===== src/hdl/pfs_pkg.sv =====
// shared types, constants and threshold tables for the packed float to srgb converter
package pfs_pkg;

    localparam int EXP_W     = 5;
    localparam int EXP_BIAS  = 15;
    localparam int EXP_MAX   = 31;
    localparam int RG_MANT_W = 6;
    localparam int B_MANT_W  = 5;
    localparam int RG_CODE_W = EXP_W + RG_MANT_W;
    localparam int B_CODE_W  = EXP_W + B_MANT_W;
    localparam int RED_LSB   = 0;
    localparam int GREEN_LSB = RED_LSB + RG_CODE_W;
    localparam int BLUE_LSB  = GREEN_LSB + RG_CODE_W;
    localparam int PIXEL_W   = BLUE_LSB + B_CODE_W;

    // channel value as a fixed-point fraction of 2^-20 steps
    localparam int FRAC_W    = 20;
    localparam int THR_W     = FRAC_W + 1;
    localparam int BYTE_W    = 8;
    localparam int TBL_N     = 1 << BYTE_W;
    // decode register plus one register per result bit
    localparam int LANE_DEPTH = BYTE_W + 1;

    // linear segment: v <= 0.0031308, byte = round(v * 12.92 * 255)
    localparam longint LIN_KNEE_NUM = 31308;
    localparam longint LIN_KNEE_DEN = 10000000;
    localparam longint LIN_SLOPE    = 32946;
    localparam longint LIN_DEN      = 10;
    localparam longint LIN_HALF     = 5;
    localparam longint LIN_MAX_L    = (LIN_KNEE_NUM << FRAC_W) / LIN_KNEE_DEN;
    localparam logic [FRAC_W-1:0] LIN_MAX = FRAC_W'(LIN_MAX_L);

    // power segment: v^5 * 269025^12 >= (1000k + 13525)^12 for byte >= k
    localparam int BIG_W       = 384;
    localparam int POW_SCALE   = 269025;
    localparam int POW_STEP    = 1000;
    localparam int POW_OFS     = 13525;
    localparam int POW_NUM_EXP = 5;
    localparam int POW_DEN_EXP = 12;

    typedef logic [TBL_N-1:0][THR_W-1:0] t_thr_tbl;

    typedef enum logic [1:0] {
        SPEC_NONE,
        SPEC_ZERO,
        SPEC_FULL
    } t_spec;

    typedef struct packed {
        logic valid;
        logic last;
    } t_ctl;

    typedef struct packed {
        logic [BYTE_W-1:0] red;
        logic [BYTE_W-1:0] green;
        logic [BYTE_W-1:0] blue;
        logic              last;
    } t_px;

    // smallest fraction whose linear encoding reaches byte k
    function automatic logic [THR_W-1:0] lin_thr(input int k);
        longint x;
        longint q;
        x = (longint'(k) * LIN_DEN - LIN_HALF) << FRAC_W;
        q = (x + LIN_SLOPE - 1) / LIN_SLOPE;
        if (q > (longint'(1) << FRAC_W)) begin
            q = longint'(1) << FRAC_W;
        end
        return THR_W'(q);
    endfunction

    // smallest fraction whose curve value reaches byte k, exact integer search
    function automatic logic [THR_W-1:0] pow_thr(input int k);
        logic [BIG_W-1:0] c;
        logic [BIG_W-1:0] r;
        logic [BIG_W-1:0] l;
        logic [THR_W-1:0] lo;
        logic [THR_W-1:0] hi;
        logic [THR_W-1:0] mid;
        c = BIG_W'(1);
        r = BIG_W'(1);
        for (int i = 0; i < POW_DEN_EXP; i++) begin
            c = c * BIG_W'(POW_SCALE);
            r = r * BIG_W'(POW_STEP * k + POW_OFS);
        end
        r = r << (POW_NUM_EXP * FRAC_W);
        lo = '0;
        hi = THR_W'(1) << FRAC_W;
        for (int j = 0; j <= FRAC_W; j++) begin
            if (lo < hi) begin
                mid = lo + ((hi - lo) >> 1);
                l = c;
                for (int i = 0; i < POW_NUM_EXP; i++) begin
                    l = l * BIG_W'(mid);
                end
                if (l >= r) begin
                    hi = mid;
                end else begin
                    lo = mid + THR_W'(1);
                end
            end
        end
        return lo;
    endfunction

    function automatic t_thr_tbl build_lin_tbl();
        t_thr_tbl t;
        t = '0;
        for (int k = 1; k < TBL_N; k++) begin
            t[k] = lin_thr(k);
        end
        return t;
    endfunction

    function automatic t_thr_tbl build_pow_tbl();
        t_thr_tbl t;
        t = '0;
        for (int k = 1; k < TBL_N; k++) begin
            t[k] = pow_thr(k);
        end
        return t;
    endfunction

    localparam t_thr_tbl LIN_THR = build_lin_tbl();
    localparam t_thr_tbl POW_THR = build_pow_tbl();

endpackage


===== src/hdl/pfs_lane.sv =====
// one channel lane: float decode then an 8-step pipelined threshold search
module pfs_lane #(
    parameter int MANT_W = 6
) (
    input  logic                                    i_clk,
    input  logic                                    i_en,
    input  logic [pfs_pkg::EXP_W+MANT_W-1:0]        i_code,
    output logic [pfs_pkg::BYTE_W-1:0]              o_byte
);
    import pfs_pkg::*;

    localparam int CODE_W = EXP_W + MANT_W;
    // shift of the mantissa into the 2^-20 grid is exponent minus this
    localparam int SH_OFS = EXP_BIAS + MANT_W - FRAC_W;

    logic [EXP_W-1:0]  c_exp;
    logic [EXP_W-1:0]  c_exp_eff;
    logic [MANT_W:0]   c_mag;
    logic [EXP_W-1:0]  c_shamt;
    logic [FRAC_W-1:0] c_frac;
    t_spec             c_spec;

    logic [FRAC_W-1:0] r_frac [0:BYTE_W-1];
    logic              r_lin  [0:BYTE_W-1];
    t_spec             r_spec [0:BYTE_W];
    logic [BYTE_W-1:0] r_lo   [0:BYTE_W-1];

    logic [BYTE_W-1:0] c_prev [0:BYTE_W-1];
    logic [BYTE_W-1:0] c_cand [0:BYTE_W-1];
    logic [THR_W-1:0]  c_thr  [0:BYTE_W-1];
    logic [BYTE_W-1:0] n_lo   [0:BYTE_W-1];

    always_comb begin
        c_exp     = i_code[CODE_W-1:MANT_W];
        // a denormal sits on the grid of exponent one without the hidden bit
        c_exp_eff = (c_exp == '0) ? EXP_W'(1) : c_exp;
        c_mag     = {(c_exp != '0), i_code[MANT_W-1:0]};
        c_shamt   = c_exp_eff - EXP_W'(SH_OFS);
        c_frac    = FRAC_W'(c_mag) << c_shamt;
        if (c_exp == EXP_W'(EXP_MAX)) begin
            c_spec = SPEC_ZERO;
        end else if (c_exp >= EXP_W'(EXP_BIAS)) begin
            c_spec = SPEC_FULL;
        end else begin
            c_spec = SPEC_NONE;
        end
    end

    // each stage decides one result bit, msb first
    always_comb begin
        c_prev[0] = '0;
        for (int s = 1; s < BYTE_W; s++) begin
            c_prev[s] = r_lo[s-1];
        end
        for (int s = 0; s < BYTE_W; s++) begin
            c_cand[s] = c_prev[s] | (BYTE_W'(1) << (BYTE_W - 1 - s));
            c_thr[s]  = r_lin[s] ? LIN_THR[c_cand[s]] : POW_THR[c_cand[s]];
            n_lo[s]   = ({1'b0, r_frac[s]} >= c_thr[s]) ? c_cand[s] : c_prev[s];
        end
    end

    always_ff @(posedge i_clk) begin
        if (i_en) begin
            r_frac[0] <= c_frac;
            r_lin[0]  <= (c_frac <= LIN_MAX);
            r_spec[0] <= c_spec;
            for (int s = 0; s < BYTE_W; s++) begin
                r_lo[s]     <= n_lo[s];
                r_spec[s+1] <= r_spec[s];
            end
            for (int s = 1; s < BYTE_W; s++) begin
                r_frac[s] <= r_frac[s-1];
                r_lin[s]  <= r_lin[s-1];
            end
        end
    end

    always_comb begin
        case (r_spec[BYTE_W])
            SPEC_ZERO: o_byte = '0;
            SPEC_FULL: o_byte = '1;
            default:   o_byte = r_lo[BYTE_W-1];
        endcase
    end

endmodule


===== src/hdl/pfs_merge.sv =====
// merge of the three lane bytes into the output word, with output register and skid slot
module pfs_merge (
    input  logic                          i_clk,
    input  logic                          i_rst_n,
    input  pfs_pkg::t_ctl                 i_ctl,
    input  logic [pfs_pkg::BYTE_W-1:0]    i_red,
    input  logic [pfs_pkg::BYTE_W-1:0]    i_green,
    input  logic [pfs_pkg::BYTE_W-1:0]    i_blue,
    input  logic                          i_stall,
    output logic                          o_ready,
    output logic                          o_valid,
    output pfs_pkg::t_px                  o_px
);
    import pfs_pkg::*;

    logic r_out_valid;
    logic r_skid_valid;
    t_px  r_out;
    t_px  r_skid;
    logic n_out_valid;
    logic n_skid_valid;
    t_px  n_out;
    t_px  n_skid;
    t_px  c_in;
    logic c_push;
    logic c_free;

    assign o_ready = !r_skid_valid;
    assign o_valid = r_out_valid;
    assign o_px    = r_out;

    always_comb begin
        c_in         = '{red: i_red, green: i_green, blue: i_blue, last: i_ctl.last};
        c_push       = i_ctl.valid && !r_skid_valid;
        c_free       = !r_out_valid || !i_stall;
        n_out_valid  = r_out_valid;
        n_skid_valid = r_skid_valid;
        n_out        = r_out;
        n_skid       = r_skid;
        if (c_free) begin
            if (r_skid_valid) begin
                n_out        = r_skid;
                n_out_valid  = 1'b1;
                n_skid_valid = 1'b0;
            end else if (c_push) begin
                n_out       = c_in;
                n_out_valid = 1'b1;
            end else begin
                n_out_valid = 1'b0;
            end
        end else if (c_push) begin
            // output held, park the arriving word
            n_skid       = c_in;
            n_skid_valid = 1'b1;
        end
    end

    always_ff @(posedge i_clk) begin
        if (!i_rst_n) begin
            r_out_valid  <= 1'b0;
            r_skid_valid <= 1'b0;
        end else begin
            r_out_valid  <= n_out_valid;
            r_skid_valid <= n_skid_valid;
        end
    end

    always_ff @(posedge i_clk) begin
        r_out  <= n_out;
        r_skid <= n_skid;
    end

    a_skid_behind_out: assert property (@(posedge i_clk) disable iff (!i_rst_n)
        r_skid_valid |-> r_out_valid)
        else $error("skid slot holds a word while output register is empty");

    a_skid_fill_cause: assert property (@(posedge i_clk) disable iff (!i_rst_n)
        $rose(r_skid_valid) |-> $past(r_out_valid && i_stall && i_ctl.valid))
        else $error("skid slot filled without a stalled output");

    a_park_on_stall: assert property (@(posedge i_clk) disable iff (!i_rst_n)
        (i_ctl.valid && !r_skid_valid && r_out_valid && i_stall) |=> r_skid_valid)
        else $error("arriving word lost while output stalled");

    a_drain_on_take: assert property (@(posedge i_clk) disable iff (!i_rst_n)
        (r_skid_valid && !i_stall) |=> (r_out_valid && !r_skid_valid))
        else $error("skid slot not drained after output word taken");

endmodule


===== src/hdl/packed_float_pixel_to_srgb.sv =====
// top level: packed r11g11b10 float pixel to three srgb bytes
// path: lane decode register, threshold-search registers, then merge output register
// throughput: one pixel per clock while o_stall is low; each channel lane runs a
//   decode register and eight threshold-search registers, one result bit per register
// stall: output register plus skid slot; o_stall rises only once the skid slot is full
// reset: synchronous active-low i_rst_n clears all valid flags; no clearing pass
module packed_float_pixel_to_srgb (
    input  logic                            i_clk,
    input  logic                            i_rst_n,
    input  logic                            i_valid,
    output logic                            o_stall,
    input  logic [pfs_pkg::PIXEL_W-1:0]     i_packed_pixel,
    input  logic                            i_last_pixel,
    output logic                            o_valid,
    input  logic                            i_stall,
    output logic [pfs_pkg::BYTE_W-1:0]      o_red_byte,
    output logic [pfs_pkg::BYTE_W-1:0]      o_green_byte,
    output logic [pfs_pkg::BYTE_W-1:0]      o_blue_byte,
    output logic                            o_frame_end
);
    import pfs_pkg::*;

    logic              w_ready;
    logic [BYTE_W-1:0] w_red;
    logic [BYTE_W-1:0] w_green;
    logic [BYTE_W-1:0] w_blue;
    t_ctl              w_ctl;
    t_px               w_px;

    logic r_vld  [0:LANE_DEPTH-1];
    logic r_last [0:LANE_DEPTH-1];

    assign o_stall = !w_ready;

    // valid and last travel beside the lanes
    always_ff @(posedge i_clk) begin
        if (!i_rst_n) begin
            for (int s = 0; s < LANE_DEPTH; s++) begin
                r_vld[s] <= 1'b0;
            end
        end else if (w_ready) begin
            r_vld[0] <= i_valid;
            for (int s = 1; s < LANE_DEPTH; s++) begin
                r_vld[s] <= r_vld[s-1];
            end
        end
    end

    always_ff @(posedge i_clk) begin
        if (w_ready) begin
            r_last[0] <= i_last_pixel;
            for (int s = 1; s < LANE_DEPTH; s++) begin
                r_last[s] <= r_last[s-1];
            end
        end
    end

    pfs_lane #(.MANT_W(RG_MANT_W)) u_lane_red (
        .i_clk  (i_clk),
        .i_en   (w_ready),
        .i_code (i_packed_pixel[RED_LSB +: RG_CODE_W]),
        .o_byte (w_red)
    );

    pfs_lane #(.MANT_W(RG_MANT_W)) u_lane_green (
        .i_clk  (i_clk),
        .i_en   (w_ready),
        .i_code (i_packed_pixel[GREEN_LSB +: RG_CODE_W]),
        .o_byte (w_green)
    );

    pfs_lane #(.MANT_W(B_MANT_W)) u_lane_blue (
        .i_clk  (i_clk),
        .i_en   (w_ready),
        .i_code (i_packed_pixel[BLUE_LSB +: B_CODE_W]),
        .o_byte (w_blue)
    );

    assign w_ctl = '{valid: r_vld[LANE_DEPTH-1], last: r_last[LANE_DEPTH-1]};

    pfs_merge u_merge (
        .i_clk   (i_clk),
        .i_rst_n (i_rst_n),
        .i_ctl   (w_ctl),
        .i_red   (w_red),
        .i_green (w_green),
        .i_blue  (w_blue),
        .i_stall (i_stall),
        .o_ready (w_ready),
        .o_valid (o_valid),
        .o_px    (w_px)
    );

    assign o_red_byte   = w_px.red;
    assign o_green_byte = w_px.green;
    assign o_blue_byte  = w_px.blue;
    assign o_frame_end  = w_px.last;

endmodule


===== config.mk =====
export PLATFORM = sky130hd
export DESIGN_NAME = packed_float_pixel_to_srgb
export DESIGN_NICKNAME = d
export VERILOG_FILES = /design/src/hdl/pfs_pkg.sv /design/src/hdl/pfs_lane.sv /design/src/hdl/pfs_merge.sv /design/src/hdl/packed_float_pixel_to_srgb.sv
export SDC_FILE = /design/constraint.sdc
export NUM_CORES = 2
export LEC_CHECK = 0
export CAP_MARGIN = 25
export CORE_UTILIZATION = 30
export CTS_BUF_LIST = sky130_fd_sc_hd__clkbuf_16
export CTS_CLUSTER_DIAMETER = 40
export CTS_CLUSTER_SIZE = 24
export DETAILED_ROUTE_END_ITERATION = 10
export DONT_BUFFER_PORTS = 1
export GPL_TIMING_DRIVEN = 1
export SLEW_MARGIN = 0
export SYNTH_ARGS = -nofsm -noshare
export SYNTH_HDL_FRONTEND = slang
export SYNTH_SLANG_ARGS = --single-unit

===== constraint.sdc =====
create_clock -name i_clk -period 66.8 [get_ports i_clk]
set_input_delay 10.02 -clock i_clk [delete_from_list [all_inputs] [get_ports i_clk]]
set_output_delay 10.02 -clock i_clk [all_outputs]
set_load 0.02 [all_outputs]

==> qor.txt <==
Status - complete, no violations
Die Height - 470 µm
Post-synthesis net count - 8551
Row count - 171
Most common cell after layout, fill and taps aside - nand2_1
Hold Crit Depth - 0
Setup Skew - 62.6 ps
Avg Cell Area, Syn - 8.34 µm²
Cells after Synth - 7882
CORE AREA - 0.217 mm²
CTS Root Cell - clkbuf_16
Final worst setup slack - 54100 ps
EDFF count, synth - 734
Fraction of registers with async set/reset - 0
Slew headroom - 0.282
Peak VDD IR - 0.0258 mV
DR pass1 iterations - 9
Initial Util - 0.302
R2r setup slk - 60730 ps
Resized Gates After CTS - 0
Syn-to-layout area delta - 9.12%
Area share of the largest cell type after synthesis - 0.335
Vias/cell - 6.07
Combined area of the multi-input logic cells - 0.0403 mm²
Reg2reg end - u_lane_green.r_lo[1][24]$_DFFE_PN_
Pre-CTS setup slack - 53290 ps
DRT iter0 DRCs - 9418
CTS tree - done
Crit Path Max Fanout - 10
Post-route ant nets - 0
Area leader, netlist - edfxtp_1
CP Class - in2reg
Worst-margin pin slew - 1070 ps
Seq/Total Area, Yosys - 0.336
Most frequent cells in the layout - 878 x nand2_1, 828 x a21oi_1, 777 x o21ai_0
Reg area - 0.0221 mm²
Detailed-route DRC error count - 0
H-Tree Depth - 3
Count of input and output buffers - 0
CTS buffer count - 108
All-Layer GR Usage - 0.200
Ys flop type - edfxtp_1
Worst Setup End Kind - register
Slew Viols, Final - 0
Hold Violations, Final - 0
Post-Syn Area - 0.0657 mm²
Fin crit share - 0.190
Area of the die - 0.221 mm²
Worst Setup Start Kind - input pin
First-pass GRT wire length - 354 mm
RSZ-0062 raised after global routing - no
Clock latency at the later pin of the worst-skew pair - 770 ps
PwrDens - 48.1 mW/mm²
Total Wirelength - 234 mm
Tmin final - 12700 ps
Hold Startpoint - u_lane_blue.r_spec[0][13]$_DFFE_PN_
Wire per inst - 22.4 µm
Io pins - 64
FF-to-FF path depth - 18
Synth Warn # - 0
Leak - 28.1 nW
Initial antenna violation count - 6
Total congestion overflow - 0
# setup viols final - 0
Seq cells post-synth - 736
Layout cell share with drive strength beyond 1 - 0.0666
Number of global-route vias before repair - 58300
Clock sinks - 736
Chip Width - 470 µm
Max-capacitance violation count - 0
Post-DP HPWL - 162 mm
Fillcell total - 22600
DR vias - 63200
Post-CTS Setup Inserts - 0
Clk slew on worst S/H paths - 60 ps
Setup TNS - 0 ps
CTS Buffer Depth - 3
Main area contributors after synthesis - edfxtp_1 34%, ha_1 12%, a21oi_1 6.3%
Hold Crit Class - reg2reg
Worst EP required - 67310 ps
Hold buffer count at CTS - 0
Synth cell types - 89
WHS Endpoint - u_lane_blue.r_spec[0][15]$_DFFE_PN_
NumNets Final - 8131
Critical Path AT - 13210 ps
Final Wtd Congestion - 1.03
R2R Path Start - u_lane_green.r_lo[1][17]$_DFFE_PN_
Max Freq - 0.0788 GHz
Largest net degree at the start of global routing - 185
logic make-up after synthesis:
kind of cell / count (synthesis) / synth area share
simple gates: 2512 / 0.172
mux: 163 / 0.0368
flops: 736 / 0.336
xor+xnor: 48 / 0.00640
buf+inv: 885 / 0.0511
other cells: 1 / 0.0000571
compound gates: 2905 / 0.277
fa+ha+maj: 632 / 0.120
per-layer routing:
metal	vias up	share of wire	GRT usage
li1	29000	-	-
met1	29700	0.42	0.273
met2	3750	0.43	0.299
met3	731	0.10	0.0447
met4	4	0.047	0.0872
met5	-	0.00011	0
worst max-delay path: stages:
cell       delay, ps
or4_4            560
nand2_4          140
inv_2             90
ha_1             230
xnor2_1          640
nand3_1          330
nor2_1           180
o211ai_1         100
a2111oi_0        580
o31ai_1          130
and3_1           190
area by class of cell:
class,count,area share
timing repair buffer,146,0.0166
tap,2854,0.0498
sequential,736,0.308
inverter,209,0.0111
multi-input combinational,6261,0.562
antenna,6,0.000209
clock buffer,108,0.0377
clock inverter,97,0.0147
power breakdown:
| part | internal (mW) | switching [mW] | total [mW] |
|---|---|---|---|
| clock | 0.335 | 0.239 | 0.574 |
| combinational | 0.726 | 1.53 | 2.25 |
| sequential | 0.568 | 0.0559 | 0.624 |
state kept, by name, summed over array words and instances, names as in the netlist, 25 cells and up:
signal               count
u_lane_red.r_lo         36
u_merge.r_skid          25
u_lane_blue.r_lo        36
u_lane_green.r_lo       36
u_merge.o_px            25
u_lane_green.r_frac    160
u_lane_blue.r_frac     160
u_lane_red.r_frac      160
cell usage after synthesis, drive strengths merged, types with 130 or more instances:
| cell type | number |
|---|---|
| a31oi | 151 |
| o21ai | 779 |
| nand2b | 130 |
| nand2 | 879 |
| edfxtp | 734 |
| a21oi | 830 |
| nor3 | 186 |
| clkbuf | 536 |
| o211ai | 152 |
| ha | 632 |
| inv | 188 |
| buf | 140 |
| a211oi | 172 |
| nor2 | 754 |
| nand3 | 165 |
through the flow:
| stage | instance area (µm²) | power, mW | hold WS [ps] | util | instances |
|---|---|---|---|---|---|
| final | 71700 | 3.45 | 384 | 0.330 | 10400 |
| after global routing | 71700 | 3.64 | 394 | 0.330 | 10400 |
| after detailed placement | 67800 | 2.78 | 405 | 0.312 | 10200 |
| after CTS | 71600 | 3.37 | 388 | 0.329 | 10400 |
| after floorplan | 65700 | 2.11 | 400 | - | 7882 |
| after global placement | 67800 | 2.77 | 401 | 0.312 | 10200 |
how the worst max path moves through the flow:
stage / start / slack [ps] / cells after the start / end
2_1_floorplan: u_merge.r_skid_valid$_SDFFE_PP0P_ / 45180 / 3 / u_merge.o_px[15]$_DFFE_PP_
3_3_place_gp: i_packed_pixel[18] / 53140 / 11 / u_lane_green.r_lin[0][0]$_DFFE_PN_
3_5_place_dp: i_packed_pixel[18] / 53290 / 11 / u_lane_green.r_lin[0][0]$_DFFE_PN_
4_1_cts: i_packed_pixel[18] / 54130 / 11 / u_lane_green.r_lin[0][0]$_DFFE_PN_
5_1_grt: i_packed_pixel[18] / 53800 / 11 / u_lane_green.r_lin[0][0]$_DFFE_PN_
6_report: i_packed_pixel[18] / 54100 / 11 / u_lane_green.r_lin[0][0]$_DFFE_PN_
Power figures use the tool's default switching activity.
